File: src/design/escd_pkg.sv
// Shared constants, types and codes for the escaped channel byte demux.
package escd_pkg;

    localparam int CHAN_COUNT = 4;
    localparam int CHAN_W     = 2;
    localparam int FIFO_DEPTH = 256;

    localparam int CMD_W    = 2;
    localparam int BYTE_W   = 8;
    localparam int STATUS_W = 3;
    localparam int DROP_W   = 16;
    localparam int FILL_W   = 9;

    localparam int PTR_W     = $clog2(FIFO_DEPTH);
    localparam int CNT_W     = $clog2(FIFO_DEPTH + 1);
    localparam int SUM_W     = CNT_W + 1;
    localparam int RAM_DEPTH = CHAN_COUNT * FIFO_DEPTH;
    localparam int ADDR_W    = $clog2(RAM_DEPTH);

    localparam logic [BYTE_W-1:0] ESC_CODE = 8'hCE;
    localparam logic [BYTE_W-1:0] SEL_MASK = 8'hFC;
    localparam logic [BYTE_W-1:0] SEL_BASE = 8'hC0;
    localparam logic [DROP_W-1:0] DROP_MAX = 16'hFFFF;

    typedef enum logic [CMD_W-1:0] {
        CMD_BYTE  = 2'd0,
        CMD_READ  = 2'd1,
        CMD_CLEAR = 2'd2
    } cmd_t;

    typedef enum logic [STATUS_W-1:0] {
        ST_STORED      = 3'd0,
        ST_CONTROL     = 3'd1,
        ST_NOCHAN      = 3'd2,
        ST_FULL        = 3'd3,
        ST_READ        = 3'd4,
        ST_EMPTY       = 3'd5,
        ST_EMPTY_DROPS = 3'd6,
        ST_CLEARED     = 3'd7
    } status_t;

    // Byte store access issued by the control logic.
    typedef struct packed {
        logic              wr_en;
        logic [ADDR_W-1:0] wr_addr;
        logic [BYTE_W-1:0] wr_data;
        logic              rd_en;
        logic [ADDR_W-1:0] rd_addr;
    } mem_req_t;

    // Result metadata; the popped byte joins it from the store's registered read.
    typedef struct packed {
        status_t           status;
        logic [DROP_W-1:0] drop_count;
        logic [FILL_W-1:0] fill;
    } rsp_t;

endpackage

File: src/design/escd_if.sv


interface escd_result_if;
    logic                          valid;
    logic                          ready;
    logic [escd_pkg::STATUS_W-1:0] status;
    logic [escd_pkg::BYTE_W-1:0]   out_byte;
    logic [escd_pkg::DROP_W-1:0]   drop_count;
    logic [escd_pkg::FILL_W-1:0]   fill;

    modport source (output valid, output status, output out_byte, output drop_count,
                    output fill, input ready);
    modport sink   (input valid, input status, input out_byte, input drop_count,
                    input fill, output ready);
endinterface

File: src/design/escd_out_stage.sv
// Result pipeline: store-read stage, then the output register facing the sink.
module escd_out_stage (
    input  logic                        clk,
    input  logic                        rst_n,
    input  logic                        rsp_valid,
    input  escd_pkg::rsp_t              rsp,
    input  logic [escd_pkg::BYTE_W-1:0] rd_data,
    output logic                        take,
    escd_result_if.source               results
);
    import escd_pkg::*;

    logic              s1_valid_reg;
    rsp_t              s1_rsp_reg;
    logic              s1_adv;
    logic              out_valid_reg;
    logic [STATUS_W-1:0] out_status_reg;
    logic [BYTE_W-1:0] out_byte_reg;
    logic [DROP_W-1:0] out_drop_reg;
    logic [FILL_W-1:0] out_fill_reg;

    assign s1_adv = s1_valid_reg && (!out_valid_reg || results.ready);
    assign take   = !s1_valid_reg || s1_adv;

    always_ff @(posedge clk or negedge rst_n)
    begin
        if (!rst_n)
        begin
            s1_valid_reg  <= 1'b0;
            out_valid_reg <= 1'b0;
        end
        else
        begin
            if (take)
            begin
                s1_valid_reg <= rsp_valid;
            end
            if (s1_adv)
            begin
                out_valid_reg <= 1'b1;
            end
            else if (results.ready)
            begin
                out_valid_reg <= 1'b0;
            end
        end
    end

    always_ff @(posedge clk)
    begin
        if (take && rsp_valid)
        begin
            s1_rsp_reg <= rsp;
        end
        if (s1_adv)
        begin
            out_status_reg <= s1_rsp_reg.status;
            out_byte_reg   <= (s1_rsp_reg.status == ST_READ) ? rd_data : '0;
            out_drop_reg   <= s1_rsp_reg.drop_count;
            out_fill_reg   <= s1_rsp_reg.fill;
        end
    end

    assign results.valid      = out_valid_reg;
    assign results.status     = out_status_reg;
    assign results.out_byte   = out_byte_reg;
    assign results.drop_count = out_drop_reg;
    assign results.fill       = out_fill_reg;

endmodule
File: src/flat_wrapper.sv
// flat-port wrapper written by rule: the top's interface ports become plain ports
module escd_out_stage_flat import escd_pkg::*;
  (clk, rst_n, rsp_valid, rsp, rd_data, take, results_valid, results_status, results_out_byte, results_drop_count, results_fill, results_ready);
  escd_result_if results_i ();
  input  logic clk;
  input  logic rst_n;
  input  logic rsp_valid;
  input  escd_pkg::rsp_t rsp;
  input  logic [escd_pkg::BYTE_W-1:0] rd_data;
  output logic take;
  output wire logic [$bits(results_i.valid)-1:0] results_valid;
  output wire logic [$bits(results_i.status)-1:0] results_status;
  output wire logic [$bits(results_i.out_byte)-1:0] results_out_byte;
  output wire logic [$bits(results_i.drop_count)-1:0] results_drop_count;
  output wire logic [$bits(results_i.fill)-1:0] results_fill;
  input wire logic [$bits(results_i.ready)-1:0] results_ready;
  assign results_valid = results_i.valid;
  assign results_status = results_i.status;
  assign results_out_byte = results_i.out_byte;
  assign results_drop_count = results_i.drop_count;
  assign results_fill = results_i.fill;
  assign results_i.ready = results_ready;
  escd_out_stage u_core (.clk(clk), .rst_n(rst_n), .rsp_valid(rsp_valid), .rsp(rsp), .rd_data(rd_data), .take(take), .results(results_i));
endmodule
File: config.mk
export PLATFORM = sky130hd
export DESIGN_NAME = escd_out_stage_flat
export DESIGN_NICKNAME = d
export VERILOG_FILES = /design/src/design/escd_pkg.sv /design/src/design/escd_if.sv /design/src/design/escd_out_stage.sv /design/src/flat_wrapper.sv
export SDC_FILE = /design/constraint.sdc
export NUM_CORES = 1
export LEC_CHECK = 0
export ABC_CLOCK_PERIOD_IN_PS = 5290
export BUFFER_PORTS_ARGS = -buffer_cell sky130_fd_sc_hd__buf_2
export CORE_MARGIN = 5
export CORE_UTILIZATION = 51
export CTS_BUF_LIST = sky130_fd_sc_hd__clkbuf_4 sky130_fd_sc_hd__clkbuf_8 sky130_fd_sc_hd__clkbuf_16
export CTS_CLUSTER_DIAMETER = 80
export DETAILED_ROUTE_END_ITERATION = 8
export PLACE_DENSITY = 0.87
export RECOVER_POWER = 100
export SYNTH_ARGS = -nofsm -noshare
export SYNTH_HDL_FRONTEND = slang
export SYNTH_SLANG_ARGS = --single-unit
File: constraint.sdc
create_clock -name clk -period 5.29 [get_ports clk]
set_input_delay 0.7935 -clock clk [delete_from_list [all_inputs] [get_ports clk]]
set_output_delay 0.7935 -clock clk [all_outputs]
set_load 0.1 [all_outputs]
; ---- Word level (Yosys, flattened, before mapping)
; Cells that the tools add are included.
[word_totals]
reg_bits = 66
inputBits = 40
output_inout_bits = 38
wordCells = 19
[classes]
n_eq_ne = 1
muxes = 2
reduce_logical = 7
[op_table]
columns = op, count
row1 = $eq A3 B3 Y1 const B, 1
row2 = $logic_and A1 B1 Y1, 2
row3 = $logic_not A1 Y1, 2
row4 = $logic_or A1 B1 Y1, 2
row5 = $mux W1, 2
row6 = $reduce_bool A2 Y1, 1

; ---- Logic depth before layout (Yosys ltp)
[depth]
word_depth = 5
ltp_mapped = 2
depth_no_buf = 2

; ---- Worst setup path before layout
; OpenSTA, ideal clock, no wires.
[synth_timing]
path_type = register to register
startpoint = reg u_core.out_valid_reg (netlist: u_core.results.valid)
endpoint = reg u_core.s1_rsp_reg[0] in the netlist's numbering (enable)
setup_ns = 0.384
arrival_time_ns = 2.736
required_time_ns = 4.906
slack_ns = 2.170
path_stages_with_launch = 3
period_less_slack_ns = 3.120
cell_sequence = dfrtp_1 -> nand3b_1 -> and2_1
[synth_via]
elab_chain_cells = 5
[synth_lines]
columns = element, line
row1 = from (decl), escd_out_stage.sv:16  ; logic out_valid_reg;
row2 = from (signal assigned), escd_out_stage.sv:30  ; out_valid_reg <= 1'b0;
row3 = from (signal assigned), escd_out_stage.sv:40  ; out_valid_reg <= 1'b1;
row4 = from (signal assigned), escd_out_stage.sv:44  ; out_valid_reg <= 1'b0;
row5 = $logic_not A1 Y1, escd_out_stage.sv:22  ; assign s1_adv = s1_valid_reg && (!out_valid_reg || results.ready);
row6 = $logic_or A1 B1 Y1, escd_out_stage.sv:22
row7 = $logic_and A1 B1 Y1, escd_out_stage.sv:22
row8 = $logic_or A1 B1 Y1, escd_out_stage.sv:23  ; assign take = !s1_valid_reg || s1_adv;
row9 = named net take, flat_wrapper.sv:10  ; output logic take;
row10 = $logic_and A1 B1 Y1, escd_out_stage.sv:51  ; if (take && rsp_valid)
row11 = to (signal assigned), escd_out_stage.sv:53  ; s1_rsp_reg <= rsp;
row12 = to (decl), escd_out_stage.sv:14  ; rsp_t s1_rsp_reg;
; The timed path passes the listed nets, and every way through them passes these cells.
; A chain may end at the register's enable or synchronous reset.

; ---- Worst setup path after layout
[layout_timing]
startpoint = in results_ready
endpoint = out take
[layout_via]
elab_chain_cells = 3
[layout_lines]
columns = element, line
row1 = from (decl), flat_wrapper.sv:16  ; input wire logic [$bits(results_i.ready)-1:0] results_ready;
row2 = $logic_or A1 B1 Y1, escd_out_stage.sv:22
row3 = $logic_and A1 B1 Y1, escd_out_stage.sv:22
row4 = $logic_or A1 B1 Y1, escd_out_stage.sv:23
row5 = to (decl), flat_wrapper.sv:10
; Every way passes these cells.

==> flow_summary.ini <==
[placed_design]
hpwl_microns = 2670
place_congestion = 0.856
portBuffers = 77
placed_cells = 210
dpl_cell_area_sq_um = 2540

[power]
combPwrFrac = 0.168
internal-power_mw = 0.853
clkPwrFrac = 0.310
p_seq_frac = 0.522
swShare = 0.293
max-vdd-ir-drop_v = 0.000309
p_sw_mw = 0.353
p_per_area_nw_per_um2 = 456
p_leak_nw = 0.953
finalPower_mw = 1.21

[cts]
post_cts_resized = 0
postCtsSetupBuffers = 0
cts-root-buf = clkbuf_8
clk_latency_ps = 320
clkTransAtPathRegs_ps = 60
htree_levels = 3
ctsHoldBuffers = 0
cts_buffers = 9
clk_path_buf_depth = 2
cts_tree = built
clock-sinks = 66

[global_route]
grt_pass1_wl_microns = 5390
use_met3 = 0.0752
antenna_found_initial = 0
track_usage = 0.144
grt_use_met1 = 0.178
grt_pass1_vias = 1087
grt_max_degree = 29
gr-total-overflow = 0
use_met2 = 0.217
grt.busiest_layer = met2

[layout]
layout.nets = 211
area_delta_synth_final_pct = 27.4
largest_register_ffs = 28
mostFrequentLayoutCells = edfxtp_1 (64), clkbuf_1 (44), buf_2 (35), and2_0 (9), clkbuf_8 (9)
multi_input_area_sq_um = 96.3
layout-drive-gt1-share = 0.269
antenna_cells = 0
fin_cells = 225
final_area_sq_um = 2650
fillers = 296
final_common_cell = edfxtp_1
regArea_sq_um = 1970

[worst_setup_path]
cp.required_ps = 4500
worstRegToRegCells = 3
cp_max_fo = 3
r2r-end = u_core.results.drop_count[8]
worstSetupPathType = input port to output port
r2r_start = u_core.results.valid
end_kind = output port
startpoint_type = input port
rrSetupSlack_ps = 2810
cp.arrival_ps = 1920

[run_status]
status = finished, final reports clean

[synth]
ys_ff_latch = 66
synth_adder_area_share = 0
synth-simple-area-share = 0.0517
synth-compound-area-share = 0
synth_cells = 81
postSynthNetCount = 121
syn-cell-area_sq_um = 2080
yosysUniqueCellTypes = 6
ys_seq_area_frac = 0.948
synth_top_family_by_area = simple AND/OR/NAND/NOR gates
synth_area_per_cell_sq_um = 25.7
ys_warn_count = 0
synth_xor_xnor_area_share = 0
synthMuxAreaShare = 0

[sta]
drv_slew = 0
worstMarginPinSlew_ps = 1410
rsz0062_at_grt = no
fin_crit_sh = 0.513
min_period_ps = 2710
finalHoldWorstSlack_ps = 261
fin_skew_ps = 4.50
hold_viol = 0
slew_headroom = 0.0599
setup_violations = 0
fin_tns_setup_ps = 0
fmax_ghz = 0.368

[floorplanning]
start_util = 0.524
core_sq_um = 3970
die_w_microns = 73.9
rows = 23
die_h_microns = 73.9
dieArea_sq_um = 5450
io_pins = 78

[route]
drt_iter0_markers = 44
drt-total-wl_microns = 3620
drt-pass1-iter-count = 4
via_per_inst = 4.63
route.detailed.wl_per_inst_microns = 16.1
route.detailed.drc = 0
via_count = 1042
ant_nets = 0

[job]
drv_cap = 0

[hold_path]
holdCritPathClass = input port to asynchronous set/reset pin
==> routing by layer <==
layer	wire length [microns]	up-vias	part of all wire
li1	-	494	-
met1	1510	478	0.42
met2	1640	65	0.45
met3	423	5	0.12
met4	47	0	0.013
met5	0	-	0
==> Yosys cell counts <==
master	n	area, sq um
nand3b_1	1	7.51
edfxtp_1	64	1920
and2_1	10	62.6
dfrtp_1	2	50.1
nor3b_4	1	18.8
nand2b_1	3	18.8
==> kinds of logic (layout without fill, tap and decap cells) <==
kind of cell | count (synthesis) | in the layout
DFF | 66 | 66
and+or+nand+nor | 15 | 15
buffers and inverters | 0 | 94
==> how the worst max path moves through the flow <==
stage / end / slack (ps) / from
5_1_grt: u_core.results.fill[7] / 2440 / results_ready
3_3_place_gp: take / 3070 / results_ready
4_1_cts: take / 3030 / results_ready
3_5_place_dp: take / 3030 / results_ready
6_report: take / 2580 / results_ready
2_1_floorplan: u_core.s1_rsp_reg[0] / 2170 / u_core.results.valid
==> layout make-up <==
class / instances / area share
Multi-Input combinational cell: 15 / 0.0364
Clock inverter: 5 / 0.0175
Sequential cell: 66 / 0.744
Tap cell: 50 / 0.0236
Timing Repair Buffer: 79 / 0.128
Clock buffer: 10 / 0.0496
==> per-stage QoR <==
stage | util | setup slack, ps
2_1_floorplan | - | 2170
3_3_place_gp | 0.640 | 3070
3_5_place_dp | 0.640 | 3030
4_1_cts | 0.685 | 3030
5_1_grt | 0.667 | 2440
6_report | 0.667 | 2580
==> power by group through the flow <==
| stage | Clock (mW) | Sequential [mW] | Combinational (mW) |
|---|---|---|---|
| after floorplan | 0 | 0.788 | 0.0204 |
| after detailed placement | 0 | 0.640 | 0.212 |
| after CTS | 0.383 | 0.629 | 0.212 |
| after global routing | 0.412 | 0.633 | 0.208 |
| final | 0.374 | 0.630 | 0.203 |
| after global placement | 0 | 0.637 | 0.209 |
==> critical path: stages <==
cell,delay (ps)
clkbuf_1,90
nand3b_1,150
clkbuf_1,880
Note: power is estimated with default switching activity, not from simulation.
