File: src/design/escd_pkg.sv
// Shared constants, types and codes for the escaped channel byte demux.
package escd_pkg;

    localparam int CHAN_COUNT = 4;
    localparam int CHAN_W     = 2;
    localparam int FIFO_DEPTH = 256;

    localparam int CMD_W    = 2;
    localparam int BYTE_W   = 8;
    localparam int STATUS_W = 3;
    localparam int DROP_W   = 16;
    localparam int FILL_W   = 9;

    localparam int PTR_W     = $clog2(FIFO_DEPTH);
    localparam int CNT_W     = $clog2(FIFO_DEPTH + 1);
    localparam int SUM_W     = CNT_W + 1;
    localparam int RAM_DEPTH = CHAN_COUNT * FIFO_DEPTH;
    localparam int ADDR_W    = $clog2(RAM_DEPTH);

    localparam logic [BYTE_W-1:0] ESC_CODE = 8'hCE;
    localparam logic [BYTE_W-1:0] SEL_MASK = 8'hFC;
    localparam logic [BYTE_W-1:0] SEL_BASE = 8'hC0;
    localparam logic [DROP_W-1:0] DROP_MAX = 16'hFFFF;

    typedef enum logic [CMD_W-1:0] {
        CMD_BYTE  = 2'd0,
        CMD_READ  = 2'd1,
        CMD_CLEAR = 2'd2
    } cmd_t;

    typedef enum logic [STATUS_W-1:0] {
        ST_STORED      = 3'd0,
        ST_CONTROL     = 3'd1,
        ST_NOCHAN      = 3'd2,
        ST_FULL        = 3'd3,
        ST_READ        = 3'd4,
        ST_EMPTY       = 3'd5,
        ST_EMPTY_DROPS = 3'd6,
        ST_CLEARED     = 3'd7
    } status_t;

    // Byte store access issued by the control logic.
    typedef struct packed {
        logic              wr_en;
        logic [ADDR_W-1:0] wr_addr;
        logic [BYTE_W-1:0] wr_data;
        logic              rd_en;
        logic [ADDR_W-1:0] rd_addr;
    } mem_req_t;

    // Result metadata; the popped byte joins it from the store's registered read.
    typedef struct packed {
        status_t           status;
        logic [DROP_W-1:0] drop_count;
        logic [FILL_W-1:0] fill;
    } rsp_t;

endpackage

File: src/design/escd_ctrl.sv
// Carrier decode, per-channel FIFO pointers and drop counters, store requests.
module escd_ctrl (
    input  logic                        clk,
    input  logic                        rst_n,
    input  logic                        fire,
    input  logic [escd_pkg::CMD_W-1:0]  item_cmd,
    input  logic [escd_pkg::BYTE_W-1:0] item_byte,
    input  logic [escd_pkg::CHAN_W-1:0] item_chan,
    output escd_pkg::mem_req_t          mem_req,
    output logic                        rsp_valid,
    output escd_pkg::rsp_t              rsp
);
    import escd_pkg::*;

    logic              esc_reg, esc_next;
    logic              chosen_reg, chosen_next;
    logic [CHAN_W-1:0] cur_reg, cur_next;
    logic [PTR_W-1:0]  head_reg [CHAN_COUNT];
    logic [PTR_W-1:0]  head_next [CHAN_COUNT];
    logic [CNT_W-1:0]  cnt_reg [CHAN_COUNT];
    logic [CNT_W-1:0]  cnt_next [CHAN_COUNT];
    logic [DROP_W-1:0] drop_reg [CHAN_COUNT];
    logic [DROP_W-1:0] drop_next [CHAN_COUNT];

    logic              is_sel;
    logic              is_esc;
    logic [CHAN_W-1:0] ch_sel;
    logic [PTR_W-1:0]  head_cur, head_new, head_inc;
    logic [CNT_W-1:0]  cnt_cur, cnt_new;
    logic [DROP_W-1:0] drop_cur, drop_new;
    logic [SUM_W-1:0]  tail_sum;
    logic [PTR_W-1:0]  tail_pos;
    logic [ADDR_W-1:0] chan_base;
    logic              show;
    status_t           st;

    assign is_sel = ((item_byte & SEL_MASK) == SEL_BASE);
    assign is_esc = (item_byte == ESC_CODE);

    always_comb
    begin
        if (cmd_t'(item_cmd) == CMD_BYTE)
        begin
            ch_sel = (!esc_reg && is_sel) ? item_byte[CHAN_W-1:0] : cur_reg;
        end
        else
        begin
            ch_sel = item_chan;
        end
    end

    assign head_cur = head_reg[ch_sel];
    assign cnt_cur  = cnt_reg[ch_sel];
    assign drop_cur = drop_reg[ch_sel];

    // Tail slot: head + count wraps at most once.
    assign tail_sum = SUM_W'(head_cur) + SUM_W'(cnt_cur);
    assign tail_pos = (tail_sum >= SUM_W'(FIFO_DEPTH))
                      ? PTR_W'(tail_sum - SUM_W'(FIFO_DEPTH)) : PTR_W'(tail_sum);
    assign head_inc = (head_cur == PTR_W'(FIFO_DEPTH - 1)) ? '0 : head_cur + 1'b1;
    assign chan_base = ADDR_W'(ch_sel) * ADDR_W'(FIFO_DEPTH);

    always_comb
    begin
        esc_next    = esc_reg;
        chosen_next = chosen_reg;
        cur_next    = cur_reg;
        head_next   = head_reg;
        cnt_next    = cnt_reg;
        drop_next   = drop_reg;
        head_new    = head_cur;
        cnt_new     = cnt_cur;
        drop_new    = drop_cur;
        show        = 1'b1;
        st          = ST_CONTROL;
        rsp_valid   = 1'b0;
        mem_req     = '0;
        mem_req.wr_addr = chan_base + ADDR_W'(tail_pos);
        mem_req.wr_data = item_byte;
        mem_req.rd_addr = chan_base + ADDR_W'(head_cur);

        case (cmd_t'(item_cmd))
            CMD_BYTE:
            begin
                rsp_valid = fire;
                esc_next  = 1'b0;
                if (!esc_reg && is_sel)
                begin
                    cur_next    = item_byte[CHAN_W-1:0];
                    chosen_next = 1'b1;
                    st          = ST_CONTROL;
                end
                else if (!esc_reg && is_esc)
                begin
                    esc_next = 1'b1;
                    st       = ST_CONTROL;
                    show     = chosen_reg;
                end
                else if (!chosen_reg)
                begin
                    st   = ST_NOCHAN;
                    show = 1'b0;
                end
                else if (cnt_cur != CNT_W'(FIFO_DEPTH))
                begin
                    st            = ST_STORED;
                    cnt_new       = cnt_cur + 1'b1;
                    mem_req.wr_en = fire;
                end
                else
                begin
                    st = ST_FULL;
                    if (drop_cur != DROP_MAX)
                    begin
                        drop_new = drop_cur + 1'b1;
                    end
                end
            end
            CMD_READ:
            begin
                rsp_valid = fire;
                if (cnt_cur == '0)
                begin
                    st = (drop_cur != '0) ? ST_EMPTY_DROPS : ST_EMPTY;
                end
                else
                begin
                    st            = ST_READ;
                    head_new      = head_inc;
                    cnt_new       = cnt_cur - 1'b1;
                    mem_req.rd_en = fire;
                end
            end
            CMD_CLEAR:
            begin
                rsp_valid = fire;
                st        = ST_CLEARED;
                head_new  = '0;
                cnt_new   = '0;
                drop_new  = '0;
            end
            default:
            begin
                rsp_valid = 1'b0;
            end
        endcase

        head_next[ch_sel] = head_new;
        cnt_next[ch_sel]  = cnt_new;
        drop_next[ch_sel] = drop_new;

        rsp.status     = st;
        rsp.drop_count = show ? drop_new : '0;
        rsp.fill       = show ? FILL_W'(cnt_new) : '0;
    end

    always_ff @(posedge clk or negedge rst_n)
    begin
        if (!rst_n)
        begin
            esc_reg    <= 1'b0;
            chosen_reg <= 1'b0;
            cur_reg    <= '0;
            for (int i = 0; i < CHAN_COUNT; i++)
            begin
                head_reg[i] <= '0;
                cnt_reg[i]  <= '0;
                drop_reg[i] <= '0;
            end
        end
        else if (fire)
        begin
            esc_reg    <= esc_next;
            chosen_reg <= chosen_next;
            cur_reg    <= cur_next;
            head_reg   <= head_next;
            cnt_reg    <= cnt_next;
            drop_reg   <= drop_next;
        end
    end

endmodule

File: config.mk
export PLATFORM = sky130hd
export DESIGN_NAME = escd_ctrl
export DESIGN_NICKNAME = d
export VERILOG_FILES = /design/src/design/escd_pkg.sv /design/src/design/escd_ctrl.sv
export SDC_FILE = /design/constraint.sdc
export NUM_CORES = 1
export LEC_CHECK = 0
export ABC_AREA = 1
export BUFFER_PORTS_ARGS = -buffer_cell sky130_fd_sc_hd__buf_2
export CORE_MARGIN = 2
export CORE_UTILIZATION = 50
export CTS_CLUSTER_SIZE = 8
export DETAILED_ROUTE_END_ITERATION = 8
export PLACE_DENSITY = 0.78
export SYNTH_ARGS = -nofsm -noshare
export SYNTH_HDL_FRONTEND = slang
export SYNTH_SLANG_ARGS = --single-unit
File: constraint.sdc
create_clock -name clk -period 5.4 [get_ports clk]
set_input_delay 0.81 -clock clk [delete_from_list [all_inputs] [get_ports clk]]
set_output_delay 0.81 -clock clk [all_outputs]
set_load 0.01 [all_outputs]
Word-level counts from Yosys, hierarchy flattened. Index checks and enable logic that the tools add are counted.

Add/sub/neg operators: 8. Multiply operators: 0. Div/mod/pow operators: 0. Order comparisons: 3. Eq/ne operators: 7. Shift operators: 0. Mux-type cells: 59. Bitwise operators: 1. Reduce and logical (&&, ||, !) cells: 10.

Operator list (count): two-way mux 16 bit (9); two-way mux 9 bit (9); bitwise mux 64 bit (1); two-way mux 8 bit (6); bitwise mux 36 bit (1); binary-select mux 16 bit (select 2 bit) (1); bitwise mux 32 bit (1); demux 16 bit (select 2 bit) (1); one-hot mux 16 bit (2 select lines) (1); one-hot mux 9 bit (3 select lines) (1); adder 10 x 8 -> 10 bit (2); binary-select mux 9 bit (select 2 bit) (1); demux 9 bit (select 2 bit) (1); adder 16 x 1 -> 16 bit, second input constant (1); binary-select mux 8 bit (select 2 bit) (1); demux 8 bit (select 2 bit) (1); equality test 8 bit, second input constant (2); two-way mux 2 bit (8); != test 16 bit, second input constant (1); one-hot mux 8 bit (2 select lines) (1); nonzero test 16 bit (1); two-way mux 1 bit (14); adder 8 x 9 -> 10 bit (1); greater-or-equal comparator 10 x 9 -> 1 bit, second input constant (1); other kinds (19) (21).

Register bits after elaboration: 136. Latch bits: 0. Memory bits (writable): 0. ROM bits: 0. Input port bits: 15. Output and inout port bits: 59. Logic and storage cells: 103. Memories: 0.

Longest topological paths before layout.
Word-level depth: 16. Mapped depth: 27. Mapped depth without buffers: 25.

Worst setup path after synthesis. No wires, ideal clock.

Kind: in2out. Start: in item_cmd[0] in the netlist's numbering. End: out rsp[11] in the netlist's numbering. Data arrival time: 3.531 ns. Data required time: 4.590 ns. Setup slack: 1.059 ns. Stages on the path: 24. Path buffers: 4. Cells stage by stage: inv_1 > ha_1 > buf_4 > inv_1 > nand2_1 > nand2_4 > buf_6 > buf_6 > buf_6 > nor2_1 > o21ai_1 > nand2_1 > inv_2 > ha_1 > inv_1 > nor2_1 > nand2_1 > nor2_1 > nand3_2 > nand4_4 > inv_2 > nand3_1 > nand2_1 > nor2_1.

RTL lines: start: declaration (line escd_ctrl.sv:6) `input logic [escd_pkg::CMD_W-1:0] item_cmd,`; end: declaration (line escd_ctrl.sv:11) `output escd_pkg::rsp_t rsp`.

==> out/qor.csv <==
metric,value,unit
status,completed,
Clock Power Share,0.336,
Post-synth EDFFs,0,
synth warn,0,
max reg flops,64,
Final Hold Vio Count,0,
CP startpoint,item_cmd[1],
Final Cycle Share,0.9498,
IO Port Bufs,73,
Worst Tran Pin Value,1.039,ns
post-CTS setup buffers,0,
Internal,2.347,mW
sequential element share of the synthesized area,0.3797,
overall global routing resource usage,0.2928,
layout cell share with drive strength beyond 1,0.1367,
CP max-delay cell,nand3_1,
Pwr Density,364.2,nW/um2
CP max FO,21,
number of I/O pins,74,
min-delay src,drop_reg[27],
WP data required,4.59,ns
Comb power frac,0.294,
Synth top cells by count,"nand2_1 (550), nand3_1 (152), dfrtp_1 (136)",
Routed wire per std cell,16.55,um
row count,48,
CTS Sinks,136,
total grt overflow,0,
placed wire-length estimate,18.21,mm
final instance area,10040,um2
antenna violations before repair,0,
H-tree levels,4,
clock root buffer master,clkbuf_16,
synthesized area,8964,um2
number of global-route vias before repair,8034,
Max Slew Vio Count,0,
Seq pwr share,0.369,
via count,9086,
core area,17420,um2
# resized after CTS,0,
syn nets,1379,
Final min period,5.129,ns
fmax,195.0,MHz
die height,137.9,um
hold_ws,0.4726,ns
die width,137.9,um
Layout Nets,1430,
antenna cells,0,
CP Capture Type,primary output,
setup TNS,0,ns
clk_lat worst skew,0.43,ns
dpl cell area,9428,um2
Worst path max stage delay,0.37,ns
worst path arrival time,4.32,ns
critical path's most frequent cell,nand2_1,
Leak,5.456,nW
Synth Flop Type,dfrtp_1,
"Hold-fix buffers, CTS",0,
DR vias/cell,5.527,
# DRC,0,
"FF+latch count, synth",136,
endpoints failing setup,0,
CTS Buffer Depth,2,
RSZ-0062 raised after global routing,no,
Netlist cell types,41,
first-pass GRT wire length,42.46,mm
post-synth top area cell,dfrtp_1,
cell breakdown of the critical path,buf_2 > inv_1 > ha_1 > inv_1 > nand2_1 > nand2_4 > buf_4 > nand2_1 > nand3_1 > nand2_1 > nand2_2 > nor2_4 > nand3_1 > nand2_1 > o21ai_0 > nand2_1 > nand2_1 > nand2_1 > nor2_1 > buf_2,
Area contributors post-synth,"dfrtp_1 (38%), nand2_1 (23%), nand3_1 (8.5%), inv_1 (5.2%), nor2_1 (4.3%)",
largest net degree at the start of global routing,110,
Post-Syn Instances,1355,
Final GP Congestion,0.9757,
crit path kind,in2out,
Worst-path clk slew,0.06,ns
crit start category,primary input,
die area,19010,um2
Final Skew,0.007074,ns
area grow syn2layout,12.05,%
"Async S/R FF share, synth",1.000,
Synth Area per Inst,6.615,um2
starting density of the core,0.5147,
Detailed Route WL,27.20,mm
initial drt markers,1213,
Rel. slew slack,0.3063,
max capacitance violation total,0,
Peak VDD IR,0.2474,mV
Num CTS Buffers,17,
Yosys top cell area share,0.3797,
type of the most critical hold path,reg2reg,
iteration count of the initial detailed-routing pass,7,
"count leader, synth",nand2_1,
antenna violation net count after detailed routing,0,
r2r startpoint,esc_reg,
CTS tree,yes,
Net Sw Power,1.311,mW
Sw Ratio,0.3585,
[through the flow]
step / power [mW] / cells / util / worst slack [ns]
2_1_floorplan: 2.104 / 1355 / - / 1.059
3_3_place_gp: 2.399 / 1612 / 0.5413 / 0.4385
3_5_place_dp: 2.417 / 1612 / 0.5413 / 0.4155
4_1_cts: 3.646 / 1644 / 0.5767 / 0.3907
5_1_grt: 3.868 / 1644 / 0.5767 / 0.02772
6_report: 3.658 / 1644 / 0.5767 / 0.2712
[worst max-delay path, delay by kind of cell]
family	cells	cell delay, ns
AO/OA/AOI/OAI	1	0.11
adder cells (fa/ha/maj)	1	0.36
buffers and inverters	5	0.88
AND/OR/NAND/NOR	13	2.16
[cells in the final DEF (no fill, tap or decap), types with 8 or more instances in the layout]
cell type	count
buf_2	72
nand2_1	550
o21ai_0	62
o21ai_1	18
dfrtp_1	136
nand2_2	24
nor2_2	8
a21oi_1	15
nand4_1	27
nor2_1	99
buf_4	18
nand3_1	152
inv_1	123
inv_2	9
clkbuf_16	17
ha_1	9
[power by group through the flow]
stage	Sequential [mW]	Combinational (mW)	Clock, mW
final	1.35	1.08	1.23
after floorplan	1.33	0.771	0
after detailed placement	1.36	1.06	0
after global placement	1.36	1.04	0
after global routing	1.38	1.21	1.28
after CTS	1.35	1.07	1.23
[cell type report]
cell class	count	area, um2
Clock buffer	21	470.5
Sequential cell	136	3403
Fill cell	1672	7373
Tap cell	225	281.5
Multi-Input combinational cell	1023	4717
Timing Repair Buffer	91	506.7
Inverter	137	519.2
Clock inverter	11	145.1
[worst paths after layout]
kind / to / slack [ns] / cells past startpoint
worst max-delay path: rsp[0] / 0.27 / 20
worst min-delay path: drop_reg[27] / 0.47 / 2
worst max register to register: cnt_reg[0] / 1.73 / 17
worst min register to register: drop_reg[27] / 0.47 / 2
max in group asynchronous: drop_reg[29] / 3.97 / 2
min in group asynchronous: drop_reg[56] / 0.51 / 1
[metal layers]
metal	global-route usage	routed length, um
met3	0.06031	2900
met4	0.1049	794
met1	0.4223	11850
met2	0.4365	11660
met5	0	0
[cells by family after synthesis]
| logic type | synth area share |
|---|---|
| compound gates | 0.07217 |
| xor+xnor | 0.006840 |
| fa+ha+maj | 0.01256 |
| buf+inv | 0.09618 |
| flops | 0.3797 |
| mux | 0.001256 |
| simple gates | 0.4313 |
Note: power is estimated with default switching activity, not from simulation.
